**config.mk**
```make
export PLATFORM = sky130hd
export DESIGN_NAME = c_escape_decoder
export DESIGN_NICKNAME = d
export VERILOG_FILES = /design/src/cesc_pkg.sv /design/src/cesc_front.sv /design/src/cesc_queue.sv /design/src/cesc_back.sv /design/src/c_escape_decoder.sv
export SDC_FILE = /design/constraint.sdc
export NUM_CORES = 1
export LEC_CHECK = 0
export ABC_AREA = 1
export BUFFER_PORTS_ARGS = -buffer_cell sky130_fd_sc_hd__buf_2
export CAP_MARGIN = 20
export CORE_MARGIN = 2
export CORE_UTILIZATION = 30
export DETAILED_ROUTE_END_ITERATION = 12
export PLACE_DENSITY = 0.46
export REMOVE_ABC_BUFFERS = 1
export SETUP_SLACK_MARGIN = 0.05
export SYNTH_ARGS = -nofsm -noshare
export SYNTH_HDL_FRONTEND = slang
export SYNTH_SLANG_ARGS = --single-unit
```
**constraint.sdc**
```tcl
create_clock -name clk -period 2.6 [get_ports clk]
set_clock_uncertainty 0.2 [all_clocks]
set_input_delay 0.13 -clock clk [delete_from_list [all_inputs] [get_ports clk]]
set_output_delay 0.13 -clock clk [all_outputs]
set_load 0.03 [all_outputs]
```
**src/cesc_pkg.sv**
```systemverilog
// Shared types, constants and decode functions for the C escape decoder.
package cesc_pkg;

	localparam int QUEUE_DEPTH = 4;

	typedef enum logic [2:0] {
		PH_TEXT = 3'd0,
		PH_ESC  = 3'd1,
		PH_OCT  = 3'd2,
		PH_HEX  = 3'd3,
		PH_DROP = 3'd4
	} phase_t;

	localparam logic [1:0] ERR_NONE  = 2'd0;
	localparam logic [1:0] ERR_DIGIT = 2'd1;
	localparam logic [1:0] ERR_RANGE = 2'd2;

	localparam logic [7:0] BACKSLASH = 8'h5C;
	localparam logic [7:0] CHAR_X    = 8'h78;

	// One queue word: pair means a backslash goes out ahead of data.
	typedef struct packed {
		logic       pair;
		logic [7:0] data;
		logic       last;
		logic [1:0] err;
	} entry_t;

	typedef struct packed {
		logic       hit;
		logic [7:0] code;
	} esc_t;

	typedef struct packed {
		logic       ok;
		logic [3:0] val;
	} hex_t;

	function automatic esc_t single_escape(input logic [7:0] c);
		esc_t r;
		r.hit = 1'b1;
		case (c)
			8'h27: r.code = 8'h27;
			8'h22: r.code = 8'h22;
			8'h3F: r.code = 8'h3F;
			8'h5C: r.code = 8'h5C;
			8'h61: r.code = 8'h07;
			8'h62: r.code = 8'h08;
			8'h66: r.code = 8'h0C;
			8'h6E: r.code = 8'h0A;
			8'h72: r.code = 8'h0D;
			8'h74: r.code = 8'h09;
			8'h76: r.code = 8'h0B;
			default: begin
				r.hit  = 1'b0;
				r.code = 8'h00;
			end
		endcase
		return r;
	endfunction

	function automatic logic is_oct(input logic [7:0] c);
		return (c >= 8'h30) && (c <= 8'h37);
	endfunction

	function automatic hex_t hex_digit(input logic [7:0] c);
		hex_t r;
		r.ok  = 1'b1;
		r.val = 4'd0;
		if (c >= 8'h30 && c <= 8'h39) begin
			r.val = c[3:0];
		end else if ((c >= 8'h61 && c <= 8'h66) || (c >= 8'h41 && c <= 8'h46)) begin
			r.val = c[3:0] + 4'd9;
		end else begin
			r.ok = 1'b0;
		end
		return r;
	endfunction

endpackage

```
**src/cesc_front.sv**
```systemverilog
// Front end: takes input bytes, tracks escape state, and pushes result words.
module cesc_front (
	input  logic               clk,
	input  logic               arst_n,
	input  logic               in_valid,
	output logic               in_ready,
	input  logic [7:0]         in_byte,
	input  logic               in_last,
	output logic               push_valid,
	input  logic               push_ready,
	output cesc_pkg::entry_t   push_data
);

	cesc_pkg::phase_t phase_q, phase_d;
	logic [8:0]       value_q, value_d;
	logic [1:0]       count_q, count_d;

	cesc_pkg::esc_t   esc;
	cesc_pkg::hex_t   hx;
	logic             oct;
	logic [8:0]       oct_next;
	logic [8:0]       hex_next;
	logic [1:0]       cnt_inc;
	logic             emit;
	logic             fire;

	assign in_ready = push_ready;
	assign fire     = in_valid && push_ready;

	assign esc      = cesc_pkg::single_escape(in_byte);
	assign hx       = cesc_pkg::hex_digit(in_byte);
	assign oct      = cesc_pkg::is_oct(in_byte);
	assign oct_next = {value_q[5:0], in_byte[2:0]};
	assign hex_next = {value_q[4:0], hx.val};
	assign cnt_inc  = count_q + 2'd1;

	// next state
	always_comb begin
		phase_d = phase_q;
		value_d = value_q;
		count_d = count_q;
		case (phase_q)
			cesc_pkg::PH_ESC: begin
				phase_d = cesc_pkg::PH_TEXT;
				if (!esc.hit && oct && !in_last) begin
					phase_d = cesc_pkg::PH_OCT;
					value_d = {6'd0, in_byte[2:0]};
					count_d = 2'd1;
				end else if (!esc.hit && (oct || in_byte == cesc_pkg::CHAR_X)) begin
					// x, or a digit that ends the string
					phase_d = (in_byte == cesc_pkg::CHAR_X && !in_last) ?
						cesc_pkg::PH_HEX : cesc_pkg::PH_TEXT;
					value_d = '0;
					count_d = '0;
				end
			end
			cesc_pkg::PH_OCT: begin
				if (oct && cnt_inc < 2'd3 && !in_last) begin
					value_d = oct_next;
					count_d = cnt_inc;
				end else begin
					value_d = '0;
					count_d = '0;
					if (in_last || (oct && cnt_inc >= 2'd3 && !oct_next[8])) begin
						phase_d = cesc_pkg::PH_TEXT;
					end else begin
						phase_d = cesc_pkg::PH_DROP;
					end
				end
			end
			cesc_pkg::PH_HEX: begin
				if (hx.ok && cnt_inc < 2'd2 && !in_last) begin
					value_d = hex_next;
					count_d = cnt_inc;
				end else begin
					value_d = '0;
					count_d = '0;
					phase_d = (in_last || hx.ok) ? cesc_pkg::PH_TEXT : cesc_pkg::PH_DROP;
				end
			end
			cesc_pkg::PH_DROP: begin
				if (in_last) begin
					phase_d = cesc_pkg::PH_TEXT;
				end
			end
			default: begin
				phase_d = (in_byte == cesc_pkg::BACKSLASH && !in_last) ?
					cesc_pkg::PH_ESC : cesc_pkg::PH_TEXT;
			end
		endcase
	end

	// result word
	always_comb begin
		emit      = 1'b0;
		push_data = '{pair: 1'b0, data: in_byte, last: in_last, err: cesc_pkg::ERR_NONE};
		case (phase_q)
			cesc_pkg::PH_ESC: begin
				if (esc.hit) begin
					emit           = 1'b1;
					push_data.data = esc.code;
				end else if (oct || in_byte == cesc_pkg::CHAR_X) begin
					if (in_last) begin
						emit      = 1'b1;
						push_data = '{pair: 1'b0, data: 8'd0, last: 1'b1,
							err: cesc_pkg::ERR_DIGIT};
					end
				end else begin
					emit           = 1'b1;
					push_data.pair = 1'b1;
				end
			end
			cesc_pkg::PH_OCT: begin
				if (!oct || (cnt_inc < 2'd3 && in_last)) begin
					emit      = 1'b1;
					push_data = '{pair: 1'b0, data: 8'd0, last: 1'b1,
						err: cesc_pkg::ERR_DIGIT};
				end else if (cnt_inc >= 2'd3) begin
					emit = 1'b1;
					if (oct_next[8]) begin
						push_data = '{pair: 1'b0, data: 8'd0, last: 1'b1,
							err: cesc_pkg::ERR_RANGE};
					end else begin
						push_data.data = oct_next[7:0];
					end
				end
			end
			cesc_pkg::PH_HEX: begin
				if (!hx.ok || (cnt_inc < 2'd2 && in_last)) begin
					emit      = 1'b1;
					push_data = '{pair: 1'b0, data: 8'd0, last: 1'b1,
						err: cesc_pkg::ERR_DIGIT};
				end else if (cnt_inc >= 2'd2) begin
					emit           = 1'b1;
					push_data.data = hex_next[7:0];
				end
			end
			cesc_pkg::PH_DROP: begin
				emit = 1'b0;
			end
			default: begin
				emit = !(in_byte == cesc_pkg::BACKSLASH && !in_last);
			end
		endcase
	end

	assign push_valid = in_valid && emit;

	always_ff @(posedge clk or negedge arst_n) begin
		if (!arst_n) begin
			phase_q <= cesc_pkg::PH_TEXT;
			value_q <= '0;
			count_q <= '0;
		end else if (fire) begin
			phase_q <= phase_d;
			value_q <= value_d;
			count_q <= count_d;
		end
	end

endmodule

```
**src/cesc_queue.sv**
```systemverilog
// Small FIFO of result words between front and back.
module cesc_queue #(
	parameter int Depth = cesc_pkg::QUEUE_DEPTH
) (
	input  logic             clk,
	input  logic             arst_n,
	input  logic             push_valid,
	output logic             push_ready,
	input  cesc_pkg::entry_t push_data,
	output logic             pop_valid,
	input  logic             pop_ready,
	output cesc_pkg::entry_t pop_data
);

	localparam int PtrW = (Depth > 1) ? $clog2(Depth) : 1;
	localparam int CntW = $clog2(Depth + 1);

	cesc_pkg::entry_t mem_q [Depth];
	logic [PtrW-1:0]  wr_ptr_q;
	logic [PtrW-1:0]  rd_ptr_q;
	logic [CntW-1:0]  count_q;
	logic             do_push;
	logic             do_pop;

	assign push_ready = count_q != CntW'(Depth);
	assign pop_valid  = count_q != '0;
	assign pop_data   = mem_q[rd_ptr_q];
	assign do_push    = push_valid && push_ready;
	assign do_pop     = pop_valid && pop_ready;

	always_ff @(posedge clk) begin
		if (do_push) begin
			mem_q[wr_ptr_q] <= push_data;
		end
	end

	always_ff @(posedge clk or negedge arst_n) begin
		if (!arst_n) begin
			wr_ptr_q <= '0;
			rd_ptr_q <= '0;
			count_q  <= '0;
		end else begin
			if (do_push) begin
				wr_ptr_q <= (wr_ptr_q == PtrW'(Depth - 1)) ? '0 : wr_ptr_q + PtrW'(1);
			end
			if (do_pop) begin
				rd_ptr_q <= (rd_ptr_q == PtrW'(Depth - 1)) ? '0 : rd_ptr_q + PtrW'(1);
			end
			case ({do_push, do_pop})
				2'b10:   count_q <= count_q + CntW'(1);
				2'b01:   count_q <= count_q - CntW'(1);
				default: count_q <= count_q;
			endcase
		end
	end

endmodule

```
**src/cesc_back.sv**
```systemverilog
// Back end: expands queue words into results and holds the output register.
module cesc_back (
	input  logic             clk,
	input  logic             arst_n,
	input  logic             pop_valid,
	output logic             pop_ready,
	input  cesc_pkg::entry_t pop_data,
	output logic             out_valid,
	input  logic             out_ready,
	output logic [7:0]       out_byte,
	output logic             out_last,
	output logic [1:0]       error_kind
);

	logic       out_valid_q;
	logic [7:0] out_byte_q;
	logic       out_last_q;
	logic [1:0] error_kind_q;
	logic       second_q;
	logic       load;
	logic       lead;

	assign load      = !out_valid_q || out_ready;
	// lead: first half of a pair, the backslash
	assign lead      = pop_data.pair && !second_q;
	assign pop_ready = load && !lead;

	always_ff @(posedge clk or negedge arst_n) begin
		if (!arst_n) begin
			out_valid_q <= 1'b0;
			second_q    <= 1'b0;
		end else if (load) begin
			out_valid_q <= pop_valid;
			if (pop_valid) begin
				second_q <= lead;
			end
		end
	end

	always_ff @(posedge clk) begin
		if (load && pop_valid) begin
			out_byte_q   <= lead ? cesc_pkg::BACKSLASH : pop_data.data;
			out_last_q   <= pop_data.last && !lead;
			error_kind_q <= pop_data.err;
		end
	end

	assign out_valid  = out_valid_q;
	assign out_byte   = out_byte_q;
	assign out_last   = out_last_q;
	assign error_kind = error_kind_q;

endmodule

```
**src/c_escape_decoder.sv**
```systemverilog
// Top level of the C escape decoder: front end, result queue and back end.
// Decodes C character escapes in a byte string that arrives one byte per word
// with a last mark on the final byte. Plain bytes pass through; a backslash and
// one of ' " ? \ a b f n r t v give one control byte; a backslash and three
// octal digits give their value (above 255 is error 2); a backslash, x and two
// hex digits give their value; a backslash and any other byte give both bytes.
// A missing or bad digit gives error 1. An error shows as one result with a
// zero byte, marked last, and the rest of that string is dropped.
// The front end takes one byte per clock, stalled only when the result queue is
// full, and advances its escape state on each byte. The output gives one result
// per clock while out_ready is high, so a pass-through escape (two results from
// two bytes) keeps the pace; the back end gives a backslash pair as two results.
// A result is registered in the queue, then in the output register. Queue depth
// is set by QueueDepth (at least 2).
module c_escape_decoder #(
	parameter int QueueDepth = cesc_pkg::QUEUE_DEPTH
) (
	input  logic       clk,
	input  logic       arst_n,
	input  logic       in_valid,
	output logic       in_ready,
	input  logic [7:0] in_byte,
	input  logic       in_last,
	output logic       out_valid,
	input  logic       out_ready,
	output logic [7:0] out_byte,
	output logic       out_last,
	output logic [1:0] error_kind
);

	// front -> queue
	logic             push_valid;
	logic             push_ready;
	cesc_pkg::entry_t push_data;

	// queue -> back
	logic             pop_valid;
	logic             pop_ready;
	cesc_pkg::entry_t pop_data;

	cesc_front u_front (
		.clk        (clk),
		.arst_n     (arst_n),
		.in_valid   (in_valid),
		.in_ready   (in_ready),
		.in_byte    (in_byte),
		.in_last    (in_last),
		.push_valid (push_valid),
		.push_ready (push_ready),
		.push_data  (push_data)
	);

	cesc_queue #(
		.Depth (QueueDepth)
	) u_queue (
		.clk        (clk),
		.arst_n     (arst_n),
		.push_valid (push_valid),
		.push_ready (push_ready),
		.push_data  (push_data),
		.pop_valid  (pop_valid),
		.pop_ready  (pop_ready),
		.pop_data   (pop_data)
	);

	// Back end owns the output register; out_ready reaches the queue's pop_ready combinationally.
	cesc_back u_back (
		.clk        (clk),
		.arst_n     (arst_n),
		.pop_valid  (pop_valid),
		.pop_ready  (pop_ready),
		.pop_data   (pop_data),
		.out_valid  (out_valid),
		.out_ready  (out_ready),
		.out_byte   (out_byte),
		.out_last   (out_last),
		.error_kind (error_kind)
	);

endmodule

```
==> impl_metrics.tcl <==
set metrics [dict create \
    status "complete, no violations" \
    cts_max_path_buffers 2 \
    worst-path-buf-inv 4 \
    critPathMaxFanout 9 \
    r2r_slack_ns 0.17 \
    die_x_um 129 \
    synth_edf_count 59 \
    gp_congestion 0.897 \
    multiInputGateArea_um2 2090 \
    dp_hpwl_um 9450 \
    max_slew.worst_pin.slew_ns 0.489 \
    place_ws_ns -0.0875 \
    fp.coreArea_um2 15300 \
    routed_wl_um 12500 \
    clock-sinks 79 \
    synth_warnings 0 \
    vdd.ir_drop.worst_uv 338 \
    final_util_pct 38.2 \
    p_clk_share_pct 25.7 \
    drv_cap 0 \
    viasPerCell 4.66 \
    final_cells 876 \
    rsz0062_at_grt "yes" \
    register_area_um2 2270 \
    htreeDepth 3 \
    clock-root-buffer "clkbuf_16" \
    cpLargestDelayFamily "simple AND/OR/NAND/NOR gates" \
    hp-class "in2reg" \
    syn_to_final_growth_pct 24.1 \
    r2r-end "u_queue.count_q[1]" \
    ant_nets 0 \
    overflow 0 \
    leakagePower_uw 0.00262 \
    fmax_mhz 411 \
    syn_inst 573 \
    max-slew-margin-rel_pct 67.4 \
    intPower_uw 2980 \
    fill_cells 1581 \
    critical_path.startpoint_type "flip-flop" \
    path_cells "inv_2 > nor3_4 > buf_4 > inv_2 > nor2_1 > nor2_2 > nand3_4 > nand2_4 > ha_1 > inv_1 > fa_2 > o21ai_0" \
    dr.pass1.iters 5 \
    drive_gt1_share_pct 22.4 \
    total_power_uw 4700 \
    crit_top_cell "inv_2" \
    cp_slowest_cell "fa_2" \
    cpPeakStageDelay_ns 0.42 \
    crit_required_ns 2.65 \
    n_antenna_cell 0 \
    vias 4083 \
    switching_share_pct 36.6 \
    clk_latency_ns 0.34 \
    drc 0 \
    synth.avg_cell_area_um2 8.21 \
    synth_flop_cell "edfxtp_1" \
    fin_nets 686 \
    finalSetupViolations 0 \
    worstPathArrival_ns 2.49 \
    finalCritPeriodShare_pct 93.6 \
    io_pins 26 \
    cts-buffers-inserted 9 \
    clk_pin_slew_worst_paths_ns 0.06 \
    track_usage_pct 15.9 \
    critPathKind "reg2reg" \
    dieHeight_um 129 \
    syn_area_um2 4700 \
    numPlacedInstances 857 \
    async_reset_ff_share_pct 25.3 \
    synth.distinct_cells 39 \
    wl_per_cell_um 14.3 \
    grt_pass1_vias 4051 \
    seq_area_frac_synth_pct 48.3 \
    rows 45 \
    period_needed_ns 2.43 \
    power.density_nw_per_um2 805 \
    cts_tree "done" \
    fin_hold_ws_ns 0.0682 \
    endpoint "u_queue.count_q[1]" \
    hold_start "in_last" \
    combPwrFrac_pct 34.6 \
    grt_max_degree 21 \
    timing.rr.start "u_front.phase_q[0]" \
    cp-startpoint "u_front.phase_q[0]" \
    grt_pass1_wl_um 20500 \
    slew_viol_final 0 \
    cp_num_cells 12 \
    drtIter0Drc 306 \
    port_buffers 25 \
    floorplan.initialDensity_pct 30.8 \
    seq_power_share_pct 39.7 \
    end_kind "flip-flop" \
    reg2regPathDepth 12 \
    synth_seq_cells 79 \
    fin_ws_ns 0.166 \
    dieArea_um2 16700 \
    antenna_found_initial 0 \
    final-hold-violation-count 0 \
    p_sw_uw 1720 \
]
==> routing by layer <==
layer	up-vias	wire, um	global-route usage (%)
li1	2066	-	-
met1	1902	5830	21.0
met2	93	5990	26.3
met3	22	467	3.30
met4	0	239	4.86
met5	-	0	0
==> cells in the final DEF, fill, tap and decap left out, types with 2 or more instances in the layout <==
master / count
dlygate4sd3_1: 2
nor2_2: 3
o221ai_1: 5
nand2_1: 144
nor3_1: 5
ha_1: 12
nand2_4: 3
a21oi_1: 12
nor2_1: 73
inv_6: 4
o21ai_0: 41
buf_2: 25
nand3_1: 52
dfrtp_1: 20
nand3_4: 2
inv_1: 63
o211ai_1: 3
xnor2_1: 2
o22ai_1: 8
nand2_2: 8
nand4_1: 5
o2111ai_1: 3
nor2_4: 6
edfxtp_1: 59
o21a_1: 2
buf_4: 67
inv_2: 8
clkbuf_16: 9
nand3_2: 4
==> cell usage after synthesis, drive strengths merged, types with 2 or more instances <==
master   count  share of area, %
inv         71               5.7
o21a         2              0.32
a21oi       13               1.5
o22ai        8               1.1
nand4        6              0.93
ha          12               3.2
o221ai       5              0.93
o211ai       3              0.48
o21ai       43               4.7
nand3       58               7.1
edfxtp      59                38
clkbuf       9              0.72
xnor2        2              0.37
buf          9               1.2
nand2      155                13
nor2        82               7.4
dfrtp       20                11
o2111ai      3              0.56
nor3         6              0.88
and2         2              0.29
==> kinds of logic after synthesis <==
| group | after synthesis | synth area share, % |
|---|---|---|
| buffers and inverters | 90 | 7.69 |
| AND/OR/NAND/NOR | 309 | 29.9 |
| AO/OA/AOI/OAI | 79 | 9.90 |
| flip-flops | 79 | 48.3 |
| XOR/XNOR | 3 | 0.559 |
| adder cells (fa/ha/maj) | 13 | 3.62 |
==> cell type report <==
| cell class | count | area share (%) |
|---|---|---|
| Clock buffer | 9 | 3.86 |
| Inverter | 72 | 4.65 |
| Timing Repair Buffer | 94 | 11.1 |
| Multi-Input combinational cell | 404 | 35.8 |
| Tap cell | 211 | 4.52 |
| Clock inverter | 7 | 1.09 |
| Sequential cell | 79 | 38.9 |
==> worst min path at each step <==
stage                         endpoint  slack, ns  cells after the start
finish              u_front.phase_q[2]       0.07                      4
global route        u_front.phase_q[2]       0.09                      4
CTS                 u_front.phase_q[2]       0.07                      4
detailed placement  u_front.value_q[4]      -0.08                      1
global placement    u_front.value_q[5]      -0.08                      1
floorplan             u_back.out_valid      -0.37                      0
==> worst min-delay path, cell delays in order <==
cell     delay [ns]
buf_2          0.21
a21oi_1        0.09
nand3_1        0.09
nand2_1        0.05
==> state kept, by name (all words and copies together), names as in the netlist, 2 cells and up <==
signal             count
u_queue.count_q        3
u_front.phase_q        3
u_queue.rd_ptr_q       2
u_front.count_q        2
u_back.out_byte        8
u_front.value_q        6
u_back.error_kind      2
u_queue.wr_ptr_q       2
u_queue.mem_q         48
==> what timing repair did <==
| item | CTS | global route |
|---|---|---|
| setup buffers | 0 | 1 |
| setup endpoints to repair | 1 | 9 |
| hold endpoints to repair | 21 | 0 |
| hold buffers | 2 | 0 |
| cloned | 0 | 0 |
| pin swaps | 0 | 3 |
| resized for setup | 1 | 6 |
==> power groups by stage <==
stage / registers, uW / logic (uW) / clock network [uW]
global route: 1900 / 1840 / 1290
global placement: 1880 / 1620 / 0
finish: 1870 / 1630 / 1210
CTS: 1860 / 1640 / 1240
floorplan: 2100 / 785 / 0
detailed placement: 1890 / 1630 / 0
==> stage by stage <==
step                area [um2]  TNS, ns
finish                    5840        0
global route              5840        0
detailed placement        5500  -0.0875
global placement          5500  -0.0653
floorplan                 4610   -0.621
CTS                       5810        0
No activity file was read; power rests on OpenSTA's default activity.
